--- config.mk ---
export PLATFORM = sky130hd
export DESIGN_NAME = ultrasonic_echo_proximity_alarm
export DESIGN_NICKNAME = d
export VERILOG_FILES = /design/src/hw/rtl/ueprox_pkg.sv /design/src/hw/rtl/ueprox_meas.sv /design/src/hw/rtl/ueprox_buzz.sv /design/src/hw/rtl/ultrasonic_echo_proximity_alarm.sv
export SDC_FILE = /design/constraint.sdc
export NUM_CORES = 1
export LEC_CHECK = 0
export BUFFER_PORTS_ARGS = -buffer_cell sky130_fd_sc_hd__buf_2
export CAP_MARGIN = 20
export CORE_UTILIZATION = 35
export DETAILED_ROUTE_END_ITERATION = 10
export PLACE_DENSITY = 0.6
export SETUP_SLACK_MARGIN = 0.02
export SKIP_CTS_REPAIR_TIMING = 1
export SYNTH_ARGS = -nofsm -noshare
export SYNTH_HDL_FRONTEND = slang
export SYNTH_SLANG_ARGS = --single-unit
--- constraint.sdc ---
create_clock -name clk_i -period 17.2 [get_ports clk_i]
set_input_delay 1.72 -clock clk_i [delete_from_list [all_inputs] [get_ports clk_i]]
set_output_delay 1.72 -clock clk_i [all_outputs]
set_load 0.01 [all_outputs]
--- src/hw/rtl/ueprox_pkg.sv ---
// shared types and constants for the ultrasonic proximity alarm
// no dependencies
`default_nettype none

package ueprox_pkg;

  localparam int unsigned CapW   = 16;
  localparam int unsigned WidthW = CapW + 1;
  localparam int unsigned CmpW   = CapW + 2;
  localparam int unsigned StepW  = 13;
  localparam int unsigned CfgIdxW = 3;

  localparam logic [CapW-1:0]  ModuloRst   = 16'd44999;
  localparam logic [CapW-1:0]  NearThrRst  = 16'd889;
  localparam logic [CapW-1:0]  MidThrRst   = 16'd1778;
  localparam logic [StepW-1:0] StepRst     = 13'd200;
  localparam logic [CapW-1:0]  TopRst      = 16'd6000;
  localparam logic [CapW-1:0]  RestartRst  = 16'd1000;

  typedef enum logic [CfgIdxW-1:0] {
    CFG_MODULO   = 3'd0,
    CFG_NEAR_THR = 3'd1,
    CFG_MID_THR  = 3'd2,
    CFG_STEP     = 3'd3,
    CFG_TOP      = 3'd4,
    CFG_RESTART  = 3'd5
  } cfg_idx_e;

  typedef enum logic [1:0] {
    ZONE_NEAR = 2'd0,
    ZONE_MID  = 2'd1,
    ZONE_FAR  = 2'd2
  } zone_e;

  typedef struct packed {
    logic [CapW-1:0]  modulo;
    logic [CapW-1:0]  near_thr;
    logic [CapW-1:0]  mid_thr;
    logic [StepW-1:0] step;
    logic [CapW-1:0]  top;
    logic [CapW-1:0]  restart;
  } cfg_t;

  typedef struct packed {
    logic              second_edge;
    logic [WidthW-1:0] width;
    zone_e             zone;
  } meas_t;

endpackage

`default_nettype wire

--- src/hw/rtl/ueprox_meas.sv ---
// edge pairing, pulse width with wrap correction and zone classification
// depends on ueprox_pkg
`default_nettype none

module ueprox_meas (
  input  wire logic                    clk_i,
  input  wire logic                    rst_ni,
  input  wire logic                    adv_i,
  input  wire logic [ueprox_pkg::CapW-1:0] cap_i,
  input  wire ueprox_pkg::cfg_t        cfg_i,
  output ueprox_pkg::meas_t            meas_o
);

  logic                          parity_q, parity_d;
  logic [ueprox_pkg::CapW-1:0]   first_q, first_d;
  logic [ueprox_pkg::WidthW-1:0] width;
  logic [ueprox_pkg::CmpW-1:0]   width_x2;
  logic [ueprox_pkg::CmpW-1:0]   near_x3;
  logic [ueprox_pkg::CmpW-1:0]   mid_x3;
  ueprox_pkg::zone_e             zone;

  // width, adding a full counter period on wrap or equal captures
  always_comb begin
    if (cap_i > first_q) begin
      width = {1'b0, cap_i} - {1'b0, first_q};
    end else begin
      width = {1'b0, cap_i} + {1'b0, cfg_i.modulo} + ueprox_pkg::WidthW'(1)
              - {1'b0, first_q};
    end
  end

  // floor(2w/3) < t is the same as 2w < 3t
  assign width_x2 = {width, 1'b0};
  assign near_x3  = {2'b00, cfg_i.near_thr} + {1'b0, cfg_i.near_thr, 1'b0};
  assign mid_x3   = {2'b00, cfg_i.mid_thr} + {1'b0, cfg_i.mid_thr, 1'b0};

  always_comb begin
    if (width_x2 < near_x3) begin
      zone = ueprox_pkg::ZONE_NEAR;
    end else if (width_x2 < mid_x3) begin
      zone = ueprox_pkg::ZONE_MID;
    end else begin
      zone = ueprox_pkg::ZONE_FAR;
    end
  end

  // first edge of a pair is stored, the pair's other edge closes it
  always_comb begin
    parity_d = parity_q;
    first_d  = first_q;
    if (adv_i) begin
      parity_d = ~parity_q;
      if (!parity_q) begin
        first_d = cap_i;
      end
    end
  end

  always_ff @(posedge clk_i or negedge rst_ni) begin
    if (!rst_ni) begin
      parity_q <= 1'b0;
      first_q  <= '0;
    end else begin
      parity_q <= parity_d;
      first_q  <= first_d;
    end
  end

  assign meas_o.second_edge = parity_q;
  assign meas_o.width       = width;
  assign meas_o.zone        = zone;

endmodule

`default_nettype wire

--- src/hw/rtl/ueprox_buzz.sv ---
// buzzer period index sweep, updated once per measurement
// depends on ueprox_pkg
`default_nettype none

module ueprox_buzz (
  input  wire logic                        clk_i,
  input  wire logic                        rst_ni,
  input  wire logic                        step_en_i,
  input  wire ueprox_pkg::zone_e           zone_i,
  input  wire ueprox_pkg::cfg_t            cfg_i,
  output logic [ueprox_pkg::CapW-1:0]      period_o
);

  logic [ueprox_pkg::CapW-1:0] index_q, index_d;

  // near and mid sweep up and restart at the top, far parks at the top
  always_comb begin
    index_d = index_q;
    if (step_en_i) begin
      if (zone_i == ueprox_pkg::ZONE_FAR) begin
        index_d = cfg_i.top;
      end else if (index_q >= cfg_i.top) begin
        index_d = cfg_i.restart;
      end else begin
        index_d = index_q + ueprox_pkg::CapW'(cfg_i.step);
      end
    end
  end

  always_ff @(posedge clk_i or negedge rst_ni) begin
    if (!rst_ni) begin
      index_q <= '0;
    end else begin
      index_q <= index_d;
    end
  end

  // period written this beat is the index before the update, or zero in the far zone
  assign period_o = (zone_i == ueprox_pkg::ZONE_FAR) ? '0 : index_q;

endmodule

`default_nettype wire

--- src/hw/rtl/ultrasonic_echo_proximity_alarm.sv ---
// ultrasonic echo proximity alarm, top level
// throughput: one capture beat per cycle unless the output stalls, set by
// the single input stage and the single result register, which a beat
// passes in turn; the state update is one short pass
// reset: config registers return to their defaults, edge pairing and the
// buzzer index clear, both pipeline stages empty
`default_nettype none

module ultrasonic_echo_proximity_alarm (
  input  wire logic                                clk_i,
  input  wire logic                                rst_ni,
  // config write port
  input  wire logic                                cfg_we_i,
  input  wire logic [ueprox_pkg::CfgIdxW-1:0]      cfg_idx_i,
  input  wire logic [ueprox_pkg::CapW-1:0]         cfg_wdata_i,
  // capture channel
  input  wire logic                                in_valid_i,
  output logic                                     in_stall_o,
  input  wire logic [ueprox_pkg::CapW-1:0]         capture_value_i,
  // result channel
  output logic                                     out_valid_o,
  input  wire logic                                out_stall_i,
  output logic                                     measurement_valid_o,
  output logic [ueprox_pkg::WidthW-1:0]            pulse_ticks_o,
  output logic [1:0]                               zone_o,
  output logic                                     red_led_on_o,
  output logic                                     blue_led_on_o,
  output logic                                     buzzer_enable_o,
  output logic [ueprox_pkg::CapW-1:0]              buzzer_period_o,
  output logic [ueprox_pkg::CapW-2:0]              buzzer_compare_o
);

  ueprox_pkg::cfg_t            cfg_q, cfg_d;
  logic                        in_valid_q, in_valid_d;
  logic [ueprox_pkg::CapW-1:0] cap_q;
  logic                        out_valid_q, out_valid_d;
  logic                        in_accept, adv;
  ueprox_pkg::meas_t           meas;
  logic [ueprox_pkg::CapW-1:0] period;

  logic                          mvalid_q;
  logic [ueprox_pkg::WidthW-1:0] ticks_q;
  ueprox_pkg::zone_e             zone_q;
  logic                          red_q, blue_q, buzz_q;
  logic [ueprox_pkg::CapW-1:0]   period_q;

  // config register writes
  always_comb begin
    cfg_d = cfg_q;
    if (cfg_we_i) begin
      unique case (cfg_idx_i)
        ueprox_pkg::CFG_MODULO:   cfg_d.modulo   = cfg_wdata_i;
        ueprox_pkg::CFG_NEAR_THR: cfg_d.near_thr = cfg_wdata_i;
        ueprox_pkg::CFG_MID_THR:  cfg_d.mid_thr  = cfg_wdata_i;
        ueprox_pkg::CFG_STEP:     cfg_d.step     = cfg_wdata_i[ueprox_pkg::StepW-1:0];
        ueprox_pkg::CFG_TOP:      cfg_d.top      = cfg_wdata_i;
        ueprox_pkg::CFG_RESTART:  cfg_d.restart  = cfg_wdata_i;
        default: ;
      endcase
    end
  end

  always_ff @(posedge clk_i or negedge rst_ni) begin
    if (!rst_ni) begin
      cfg_q.modulo   <= ueprox_pkg::ModuloRst;
      cfg_q.near_thr <= ueprox_pkg::NearThrRst;
      cfg_q.mid_thr  <= ueprox_pkg::MidThrRst;
      cfg_q.step     <= ueprox_pkg::StepRst;
      cfg_q.top      <= ueprox_pkg::TopRst;
      cfg_q.restart  <= ueprox_pkg::RestartRst;
    end else begin
      cfg_q <= cfg_d;
    end
  end

  // pipeline handshake: input stage advances whenever the result slot frees
  assign adv        = in_valid_q & (~out_valid_q | ~out_stall_i);
  assign in_stall_o = in_valid_q & ~adv;
  assign in_accept  = in_valid_i & ~in_stall_o;

  always_comb begin
    in_valid_d = in_valid_q;
    if (in_accept) begin
      in_valid_d = 1'b1;
    end else if (adv) begin
      in_valid_d = 1'b0;
    end
    out_valid_d = out_valid_q;
    if (adv) begin
      out_valid_d = 1'b1;
    end else if (out_valid_q & ~out_stall_i) begin
      out_valid_d = 1'b0;
    end
  end

  always_ff @(posedge clk_i or negedge rst_ni) begin
    if (!rst_ni) begin
      in_valid_q  <= 1'b0;
      out_valid_q <= 1'b0;
    end else begin
      in_valid_q  <= in_valid_d;
      out_valid_q <= out_valid_d;
    end
  end

  // input capture register
  always_ff @(posedge clk_i) begin
    if (in_accept) begin
      cap_q <= capture_value_i;
    end
  end

  ueprox_meas u_meas (
    .clk_i  (clk_i),
    .rst_ni (rst_ni),
    .adv_i  (adv),
    .cap_i  (cap_q),
    .cfg_i  (cfg_q),
    .meas_o (meas)
  );

  ueprox_buzz u_buzz (
    .clk_i     (clk_i),
    .rst_ni    (rst_ni),
    .step_en_i (adv & meas.second_edge),
    .zone_i    (meas.zone),
    .cfg_i     (cfg_q),
    .period_o  (period)
  );

  // result register, all fields zero on the first edge of a pair
  always_ff @(posedge clk_i) begin
    if (adv) begin
      mvalid_q <= meas.second_edge;
      if (meas.second_edge) begin
        ticks_q  <= meas.width;
        zone_q   <= meas.zone;
        red_q    <= (meas.zone == ueprox_pkg::ZONE_NEAR);
        blue_q   <= (meas.zone == ueprox_pkg::ZONE_MID);
        buzz_q   <= (meas.zone != ueprox_pkg::ZONE_FAR);
        period_q <= period;
      end else begin
        ticks_q  <= '0;
        zone_q   <= ueprox_pkg::ZONE_NEAR;
        red_q    <= 1'b0;
        blue_q   <= 1'b0;
        buzz_q   <= 1'b0;
        period_q <= '0;
      end
    end
  end

  assign out_valid_o         = out_valid_q;
  assign measurement_valid_o = mvalid_q;
  assign pulse_ticks_o       = ticks_q;
  assign zone_o              = zone_q;
  assign red_led_on_o        = red_q;
  assign blue_led_on_o       = blue_q;
  assign buzzer_enable_o     = buzz_q;
  assign buzzer_period_o     = period_q;
  assign buzzer_compare_o    = period_q[ueprox_pkg::CapW-1:1];

endmodule

`default_nettype wire

==> summary.txt, run 1 <==
Clocking
  – CTS tree: yes
  – Num CTS Buffers: 17
  – Clock latency on the worst-skew pair: 460 ps
  – Htree depth: 4
  – CTS sink cnt: 182
  – Root Buffer: clkbuf_16
  – Clock transition at the registers of the reported paths: 80 ps
  – Clk buf depth: 2

Finish
  – # nets final: 1518
  – Antenna diodes: 0
  – Layout cells sized above 1: 20.58%
  – Layout fillers: 3421
  – Most frequent cells in the layout: ha_1 (125), inv_1 (124), nand2_1 (104)
  – Area Growth Syn to Fin: 12.25%
  – Commonest non-fill, non-tap cell in the layout: ha_1
  – Register area: 0.004876 mm²
  – Area of the multi-input gates: 0.006924 mm²

Timing
  – Layout Skew: 12.80 ps
  – Actual slew at the worst max-slew pin: 1008 ps
  – Final hold violations: 0
  – Final max-slew violation count: 0
  – Total Neg Setup Slack: 0 ps
  – Max_slew headroom: 32.52%
  – Crit path time final: 6315 ps
  – Fmax: 0.1583 GHz
  – Hold_ws: 499.0 ps
  – Setup violators final: 0
  – Fin crit share: 36.72%
  – RSZ-0062 raised after global routing: no

Pwr
  – Tot Pwr: 3101 µW
  – Leakage: 0.006284 µW
  – Worst vdd ir: 0.0001162 V
  – Power per cell area: 221.2 mW/mm²

Synthesis
  – Async SR Flop Fraction: 70.33%
  – Syn Nets: 1439
  – Ys flop type: dfrtp_1
  – Synth warn: 0
  – Yosys top cell by area: dfrtp_1
  – Distinct cell type count after synthesis: 83
  – Synth top area share: 17.43%
  – Seq/Total Area, Yosys: 39.04%
  – Cells after synthesis: 1254
  – Synth area leaders: dfrtp_1 (17%), edfxtp_1 (13%), ha_1 (13%), dfstp_2 (8.6%), mux2_2 (5.8%)
  – Post-Syn Area: 0.01249 mm²
  – Syn_area_per_cell: 9.960 µm²
  – #FFs+latches synth: 182
  – EDFF count, synth: 54

Place
  – Port bufs: 95
  – RePlAce Congestion: 0.8327
  – Post-detail-place hpwl: 22.84 mm

Floorplan
  – Die Area: 0.03644 mm²
  – Row count: 68
  – Core ar.: 0.03480 mm²
  – Starting Density: 35.89%
  – Die width: 190.9 µm
  – IO Count: 96
  – Die height: 190.9 µm

GRT
  – GRT Total Usage: 17.25%
  – Vias in the first global route: 9436
  – Largest net degree at the start of global routing: 74
  – Global-route wire length before repair: 49.09 mm
  – Grt total ovfl: 0
  – Initial antenna violation count: 0

Min path
  – Worst hold path class: reg -> reg

Route
  – Avg WL per Cell: 16.70 µm
  – Drt initial violations: 593
  – Antenna viol nets, final: 0
  – Routed wire length: 30.07 mm
  – Vias: 9345
  – Via-to-Cell Ratio: 5.189
  – Drt first pass iters: 5
  – Post-route DRC: 0

Worst setup path
  – Crit path DAT: 6630 ps
  – CP max stage cell: fa_1
  – Critical path class: reg -> reg
  – Req. time, crit path: 17520 ps
  – Max incr delay on CP: 530 ps
  – Critical path launch point type: flop
  – CP most frequent cell: o21ai_0
  – CP Max Fanout: 17
  – Bufs and invs on worst path: 2
  – CP Capture Type: flop
  – Crit path cell chain: inv_1, fa_1, inv_1, ha_1, nor2b_1, o21a_1, o21ai_0, a211oi_1, o31ai_1, o21ai_0, xnor2_1, a21oi_1, ha_1, a21o_1, a21o_1, a21oi_1, o21ai_0, o211a_1, a221o_1, a41o_1, a21oi_4, and2_1
  – Crit-path leading delay family: compound AO/OA/AOI/OAI gates

Flow run
  – Max Cap Viol: 0

Status
  – Status: finished clean
-- per-stage QoR --
stage	util, %	instances	worst slack, ps	cell area [µm²]
after floorplan	-	1254	11730	12490
after global placement	38.47	1765	11080	13390
after detailed placement	38.47	1765	10930	13390
after CTS	40.12	1797	10910	13960
after global routing	40.29	1801	10350	14020
final	40.29	1801	10880	14020
-- final cells by class --
class | count | share of cell area, %
clock inverter | 12 | 0.8300
sequential | 182 | 34.78
multi-input combinational | 898 | 49.39
inverter | 126 | 3.373
timing repair buffer | 108 | 4.302
clock buffer | 20 | 3.266
tap | 455 | 4.061
-- Yosys cell counts, types with 11 or more instances --
| cell | count |
|---|---|
| ha_1 | 125 |
| inv_1 | 125 |
| nand2_1 | 104 |
| o21ai_0 | 93 |
| dfrtp_1 | 87 |
| nor2_1 | 68 |
| a21oi_1 | 67 |
| mux2_2 | 64 |
| edfxtp_1 | 54 |
| dfstp_2 | 41 |
| xnor2_1 | 39 |
| and2_1 | 33 |
| clkbuf_1 | 26 |
| xor2_1 | 25 |
| a21o_1 | 22 |
| fa_1 | 20 |
| nor3_1 | 20 |
| nand3_1 | 19 |
| buf_4 | 18 |
| a31oi_1 | 16 |
| o21a_1 | 12 |
| a211oi_1 | 11 |
-- power breakdown --
| group | internal [µW] | switching, µW |
|---|---|---|
| logic | 816 | 1190 |
| registers | 617 | 85.4 |
| clock network | 211 | 181 |
| total | 1640 | 1460 |
-- kinds of logic after synthesis --
| group | share of synthesized area [%] |
|---|---|
| and+or+nand+nor | 12.06 |
| AOI/OAI and AO/OA | 16.21 |
| DFF | 39.04 |
| buffers and inverters | 5.900 |
| adders and majority gates | 15.73 |
| muxes | 6.572 |
| xor gates and xnor gates | 4.488 |
-- worst paths after layout --
| kind | from | depth (start not counted) | end | slack (ps) |
|---|---|---|---|---|
| hold reg to reg | in_valid_q | 1 | out_valid_o | 500 |
| hold / removal | in_valid_q | 1 | out_valid_o | 500 |
| min in group asynchronous | rst_ni | 1 | u_meas.first_q[11] | 1320 |
| setup / recovery | cfg_q[79] | 22 | buzzer_period_o[1] | 10880 |
| max in group asynchronous | rst_ni | 2 | u_buzz.index_q[13] | 14390 |
| setup reg to reg | cfg_q[79] | 22 | buzzer_period_o[1] | 10880 |
-- layer usage --
layer  track usage, %  vias up  part of all wire [%]
met2            29.77      175                    49
met1            22.47     4543                    47
li1                 -     4595                     -
met4            4.492        0                   1.5
met5                0        -                     0
met3            2.405       32                   3.1
-- state kept, by name, indices dropped and copies added (netlist names) --
signal and cells:
in_valid_q 1, measurement_valid_o 1, zone_o 1, buzzer_enable_o 1
red_led_on_o 1, u_buzz.index_q 16, cap_q 16, out_valid_o 1
buzzer_period_o 16, u_meas.first_q 16, blue_led_on_o 1, pulse_ticks_o 17
u_meas.parity_q 1, cfg_q 93
Note: power is estimated with default switching activity, not from simulation.
==> run 2: changes to the inputs <==
--- a/config.mk
+++ b/config.mk
@@ -9,7 +9,7 @@
 export CAP_MARGIN = 20
 export CORE_UTILIZATION = 35
 export DETAILED_ROUTE_END_ITERATION = 10
-export PLACE_DENSITY = 0.6
+export PLACE_DENSITY = 0.62
 export SETUP_SLACK_MARGIN = 0.02
 export SKIP_CTS_REPAIR_TIMING = 1
 export SYNTH_ARGS = -nofsm -noshare
==> constraint.sdc (replaced) <==
create_clock -name clk_i -period 5.14 [get_ports clk_i]
set_input_delay 0.514 -clock clk_i [delete_from_list [all_inputs] [get_ports clk_i]]
set_output_delay 0.514 -clock clk_i [all_outputs]
set_load 0.01 [all_outputs]
==> run 2 against run 1 <==
Effect of this change:
- the flow now finishes with violations (negative setup slack)
- hold slack worse by 310 ps
- clock skew rose by 0.64 ps
- non-clock buffer count grew 103
- global-route usage is 0.93 points higher
- utilization grew 3.3 points
- fmax grew 15%
- sequential share of layout area fell by 2.6 points
- via count grew 5.0%
- critical path depth is 1 higher
- die area unchanged
- final area is 8.1% higher
- count of clock-buffer cells in the layout is the same
- critical path type unchanged
- highest routed layer unchanged
==> summary.txt, run 2 (same netlist as run 1, synthesis figures left out) <==
Status
  – Status: finished, violations left (was finished clean)
  – Failing checks: negative setup slack

Worst setup path
  – Critical path launch point type: flop (unchanged)
  – CP Max Fanout: 6 (was 17)
  – Crit path DAT: 5710 ps (was 6630 ps)
  – Critical path class: reg -> reg (unchanged)
  – CP max stage cell: fa_1 (unchanged)
  – Crit-path leading delay family: compound AO/OA/AOI/OAI gates (unchanged)
  – Max incr delay on CP: 530 ps (about the same)
  – Crit path cell chain: inv_1, fa_1, inv_1, ha_4, nor2b_1, o21a_1, o21ai_2, a211oi_2, o31ai_2, a21oi_1, or2_2, o31a_1, ha_1, nand4_1, or4_1, a21o_1, o221ai_2, a31oi_1, a31oi_2, o21a_4, buf_4, a21oi_4, and2_1 (was inv_1, fa_1, inv_1, ha_1, nor2b_1, o21a_1, o21ai_0, a211oi_1, o31ai_1, o21ai_0, xnor2_1, a21oi_1, ha_1, a21o_1, a21o_1, a21oi_1, o21ai_0, o211a_1, a221o_1, a41o_1, a21oi_4, and2_1)
  – CP most frequent cell: inv_1 (was o21ai_0)
  – Bufs and invs on worst path: 3 (was 2)
  – Req. time, crit path: 5350 ps (was 17520 ps)
  – CP Capture Type: flop (unchanged)

GRT
  – Global-route wire length before repair: 51.54 mm (was 49.09 mm)
  – Vias in the first global route: 9844 (was 9436)
  – Initial antenna violation count: 0 (unchanged)
  – GRT Total Usage: 18.17% (was 17.25%)
  – Largest net degree at the start of global routing: 67 (was 74)
  – Grt total ovfl: 0 (unchanged)

Floorplan
  – Die height: 190.9 µm (unchanged)
  – Die Area: 0.03644 mm² (unchanged)
  – IO Count: 96 (unchanged)
  – Starting Density: 35.89% (unchanged)
  – Core ar.: 0.03480 mm² (unchanged)
  – Row count: 68 (unchanged)
  – Die width: 190.9 µm (unchanged)

Timing
  – Layout Skew: 13.44 ps (was 12.80 ps)
  – Final hold violations: 0 (unchanged)
  – Final max-slew violation count: 0 (unchanged)
  – Max_slew headroom: 32.90% (was 32.52%)
  – Setup violators final: 36 (was 0)
  – RSZ-0062 raised after global routing: yes (was no)
  – Crit path time final: 5496 ps (was 6315 ps)
  – Setup ws final: -356.4 ps (was 10880 ps)
  – Fin crit share: 106.9% (was 36.72%)
  – Actual slew at the worst max-slew pin: 1003 ps (was 1008 ps)
  – Fmax: 0.1819 GHz (was 0.1583 GHz)
  – Total Neg Setup Slack: -10150 ps (was 0 ps)

Finish
  – Largest register FFs: 93 (unchanged)
  – Antenna diodes: 0 (unchanged)
  – Final core occ: 43.55% (was 40.29%)
  – Most frequent cells in the layout: inv_1 (122), ha_1 (121), buf_4 (105) (was ha_1 (125), inv_1 (124), nand2_1 (104))
  – # nets final: 1624 (was 1518)
  – Commonest non-fill, non-tap cell in the layout: inv_1 (was ha_1)
  – Final std cells w/o fill: 1907 (was 1801)
  – Area Growth Syn to Fin: 21.35% (was 12.25%)
  – Layout cells sized above 1: 29.34% (was 20.58%)
  – Final instance area: 0.01516 mm² (was 0.01402 mm²)
  – Largest Register: cfg_q (unchanged)

Route
  – Drt initial violations: 466 (was 593)
  – Vias: 9811 (was 9345)
  – Met3 routed WL: 1.151 mm (was 942 µm)
  – Drt first pass iters: 5 (unchanged)
  – Avg WL per Cell: 17.10 µm (was 16.70 µm)
  – Routed wire length: 32.61 mm (was 30.07 mm)
  – Antenna viol nets, final: 0 (unchanged)
  – Metal-1 WL: 15.22 mm (was 14.09 mm)
  – Via-to-Cell Ratio: 5.145 (was 5.189)
  – Met2 WL: 15.75 mm (was 14.60 mm)
  – Max layer used: met4 (unchanged)
  – Post-route DRC: 0 (unchanged)

Place
  – Port bufs: 95 (unchanged)
  – RePlAce Congestion: 0.8802 (was 0.8327)
  – Post-detail-place hpwl: 24.17 mm (was 22.84 mm)
  – Placed Cells: 1861 (was 1765)
  – Area after DPL: 0.01416 mm² (was 0.01339 mm²)

Clocking
  – Clk buf depth: 2 (unchanged)
  – Clock latency on the worst-skew pair: 460 ps (about the same)
  – Clock transition at the registers of the reported paths: 70 ps (was 80 ps)
  – Num CTS Buffers: 17 (unchanged)
  – CTS sink cnt: 182 (unchanged)
  – Htree depth: 4 (unchanged)
  – CTS tree: yes (unchanged)
  – Root Buffer: clkbuf_16 (unchanged)

Min path
  – Worst hold path class: in -> async (was reg -> reg)

Flow run
  – Max Cap Viol: 0 (unchanged)
## run 2: worst register-to-register path, stage by stage (launching register included)
cell,delay (ps)
dfstp_2,520
inv_1,50
fa_1,530
inv_1,70
ha_4,220
nor2b_1,130
o21a_1,180
o21ai_2,170
a211oi_2,120
o31ai_2,320
a21oi_1,120
or2_2,310
o31a_1,340
ha_1,310
nand4_1,90
or4_1,480
a21o_1,200
o221ai_2,170
a31oi_1,90
a31oi_2,210
o21a_4,230
buf_4,140
a21oi_4,100
and2_1,160
## run 2: per-stage QoR
step | setup WS, ps | hold WS, ps
finish | -356.4 | 188.4
global placement | -271.1 | 467.5
global route | -592.3 | 218.3
detailed placement | -372.1 | 490.4
floorplan | 20.86 | 218.4
CTS | -412.2 | 216.6
## run 2: final cells by class
type | count | area [µm²]
clock buffer | 20 | 456.7
tap | 455 | 569.3
clock inverter | 12 | 111.4
fill | 3350 | 19640
sequential | 182 | 4876
inverter | 126 | 473.0
multi-input combinational | 901 | 7224
timing repair buffer | 211 | 1445
## run 2: final timing paths
path | startpoint | endpoint | slack, ps | cells after the start
setup / recovery | cfg_q[79] | buzzer_period_o[1] | -360 | 23
hold / removal | rst_ni | u_meas.first_q[11] | 190 | 1
setup reg to reg | cfg_q[79] | buzzer_period_o[1] | -360 | 23
hold reg to reg | in_valid_q | out_valid_o | 510 | 1
max in group asynchronous | rst_ni | cfg_q[20] | 3830 | 2
min in group clk_i | capture_value_i[3] | cap_q[3] | 230 | 1
## run 2: routing by layer
metal | track usage (%) | vias up
li1 | - | 4822
met1 | 23.93 | 4747
met2 | 31.12 | 208
met3 | 2.534 | 34
met4 | 4.615 | 0
met5 | 0 | -
Power of run 2 is not shown: default switching activity piles up to over one toggle a cycle in this logic, so the estimate is an artifact.
==> run 3: changes to the inputs <==
--- a/config.mk
+++ b/config.mk
@@ -5,11 +5,11 @@
 export SDC_FILE = /design/constraint.sdc
 export NUM_CORES = 1
 export LEC_CHECK = 0
-export BUFFER_PORTS_ARGS = -buffer_cell sky130_fd_sc_hd__buf_2
 export CAP_MARGIN = 20
 export CORE_UTILIZATION = 35
 export DETAILED_ROUTE_END_ITERATION = 10
-export PLACE_DENSITY = 0.62
+export DONT_BUFFER_PORTS = 1
+export PLACE_DENSITY = 0.58
 export SETUP_SLACK_MARGIN = 0.02
 export SKIP_CTS_REPAIR_TIMING = 1
 export SYNTH_ARGS = -nofsm -noshare
==> constraint.sdc (replaced) <==
create_clock -name clk_i -period 7.1 [get_ports clk_i]
set_input_delay 0.71 -clock clk_i [delete_from_list [all_inputs] [get_ports clk_i]]
set_output_delay 0.71 -clock clk_i [all_outputs]
set_load 0.01 [all_outputs]
==> run 3 against run 2 <==
Effect of this change:
- the run now ends clean
- largest cell class unchanged
- routed wire length fell by 6.3%
- critical endpoint is now buzzer_period_o[15]
- global-route usage fell by 0.76 points
- first-iteration DRC count rose by 7.1%
- setup slack improved by 1200 ps
- flip-flop and latch count did not move
- sequential share of layout area rose by 3.7 points
- die area did not move
- final area fell by 10%
- non-clock buffer count fell by 197
==> summary.txt, run 3 (same netlist as run 1, synthesis figures left out) <==
Worst setup path
  – Req. time, crit path: 7310 ps (was 5350 ps)
  – CP Max Fanout: 17 (was 6)
  – R2R depth: 23 (unchanged)
  – Reg2reg start: cfg_q[77] (was cfg_q[79])
  – Critical path launch point type: flop (unchanged)
  – WP depth: 23 (unchanged)
  – Critical path class: reg -> reg (unchanged)
  – Crit-path leading delay family: compound AO/OA/AOI/OAI gates (unchanged)
  – CP max stage cell: fa_1 (unchanged)
  – CP Capture Type: flop (unchanged)
  – Bufs and invs on worst path: 2 (was 3)
  – Crit path DAT: 6500 ps (was 5710 ps)
  – Critical Path Start: cfg_q[77] (was cfg_q[79])
  – Crit path cell chain: inv_1, fa_1, inv_1, ha_1, o21a_1, o21ai_0, nand2b_1, a311o_1, a31oi_1, o22ai_1, o21ai_0, mux2i_1, nand3_1, ha_1, nand4_1, or4_1, a21o_1, o221ai_1, nor2_1, a31oi_1, o21a_1, a21oi_4, and2_1 (was inv_1, fa_1, inv_1, ha_4, nor2b_1, o21a_1, o21ai_2, a211oi_2, o31ai_2, a21oi_1, or2_2, o31a_1, ha_1, nand4_1, or4_1, a21o_1, o221ai_2, a31oi_1, a31oi_2, o21a_4, buf_4, a21oi_4, and2_1)
  – Max incr delay on CP: 560 ps (was 530 ps)

GRT
  – Vias in the first global route: 9139 (was 9844)
  – Grt total ovfl: 0 (unchanged)
  – GR peak layer: met2 (unchanged)
  – GRT Total Usage: 17.41% (was 18.17%)
  – Met1 GRT Util: 22.91% (was 23.93%)
  – Met2 Track Usage GR: 29.88% (was 31.12%)
  – Global-route wire length before repair: 48.94 mm (was 51.54 mm)
  – Largest net degree at the start of global routing: 129 (was 67)
  – GRT met3 Usage: 2.717% (was 2.534%)
  – Initial antenna violation count: 0 (unchanged)

Timing
  – Fmax: 0.1589 GHz (was 0.1819 GHz)
  – Final max-slew violation count: 0 (unchanged)
  – RSZ-0062 raised after global routing: no (was yes)
  – Setup violators final: 0 (was 36)
  – Total Neg Setup Slack: 0 ps (was -10150 ps)
  – Crit path time final: 6295 ps (was 5496 ps)
  – Actual slew at the worst max-slew pin: 1115 ps (was 1003 ps)
  – Layout Skew: 12.16 ps (was 13.44 ps)
  – Max_slew headroom: 25.00% (was 32.90%)
  – Final hold violations: 0 (unchanged)
  – Fin crit share: 88.66% (was 106.9%)

Finish
  – # nets final: 1424 (was 1624)
  – Commonest non-fill, non-tap cell in the layout: ha_1 (was inv_1)
  – Layout cells sized above 1: 14.78% (was 29.34%)
  – Antenna diodes: 0 (unchanged)
  – Largest register FFs: 93 (unchanged)
  – Area Growth Syn to Fin: 8.826% (was 21.35%)
  – Most frequent cells in the layout: ha_1 (125), inv_1 (124), nand2_1 (104) (was inv_1 (122), ha_1 (121), buf_4 (105))
  – Layout fillers: 3363 (was 3350)
  – Largest Register: cfg_q (unchanged)

Clocking
  – CTS tree: yes (unchanged)
  – Num CTS Buffers: 17 (unchanged)
  – CTS sink cnt: 182 (unchanged)
  – Htree depth: 4 (unchanged)
  – Root Buffer: clkbuf_16 (unchanged)
  – Clock transition at the registers of the reported paths: 70 ps (about the same)
  – Clk buf depth: 2 (unchanged)
  – Clock latency on the worst-skew pair: 450 ps (was 460 ps)

Route
  – Routed wire length: 30.57 mm (was 32.61 mm)
  – Avg WL per Cell: 17.91 µm (was 17.10 µm)
  – Drt initial violations: 499 (was 466)
  – Vias: 8905 (was 9811)
  – Antenna viol nets, final: 0 (unchanged)
  – Via-to-Cell Ratio: 5.217 (was 5.145)
  – Drt first pass iters: 5 (unchanged)
  – Post-route DRC: 0 (unchanged)

Status
  – Status: finished clean (was finished, violations left)

Place
  – RePlAce Congestion: 0.8330 (was 0.8802)
  – Port bufs: 0 (was 95)
  – Post-detail-place hpwl: 22.85 mm (was 24.17 mm)

Floorplan
  – Starting Density: 35.89% (unchanged)
  – Die height: 190.9 µm (unchanged)
  – Die Area: 0.03644 mm² (unchanged)
  – Row count: 68 (unchanged)
  – IO Count: 96 (unchanged)
  – Core ar.: 0.03480 mm² (unchanged)
  – Die width: 190.9 µm (unchanged)

Flow run
  – Max Cap Viol: 0 (unchanged)

Min path
  – Worst hold path class: in -> async (unchanged)
## run 3: per-stage QoR
stage	utilization, %	area [µm²]	worst slack (ps)	std cells	hold slack, ps
3_3_place_gp	37.11	12910	1071	1670	419.3
2_1_floorplan	-	12490	1633	1254	414.4
4_1_cts	38.87	13530	849.8	1703	-60.35
6_report	39.06	13590	805.1	1707	115.8
3_5_place_dp	37.15	12930	920.6	1671	419.5
5_1_grt	39.06	13590	348.4	1707	84.64
## run 3: path summary, 6_finish.rpt
path	to	slack (ps)
setup reg to reg	buzzer_period_o[15]	810
min in group clk_i	cap_q[0]	350
setup / recovery	buzzer_period_o[15]	810
hold / removal	cfg_q[90]	120
hold reg to reg	out_valid_o	510
max in group asynchronous	u_meas.first_q[5]	6450
## run 3: routing by layer
layer	routed length, µm	share of wire, %
met1	14410	47
met2	14850	49
met3	949	3.1
met4	354	1.2
met5	0	0
## run 3: layout make-up
cell class,instances,area (µm²),share of cell area (%)
sequential,182,4876,35.87
inverter,126,473.0,3.480
clock inverter,11,106.4,0.7825
timing repair buffer,14,147.6,1.086
clock buffer,21,493.0,3.627
tap,455,569.3,4.189
multi-input combinational,898,6927,50.96
Power of run 3 is left out for the same reason.
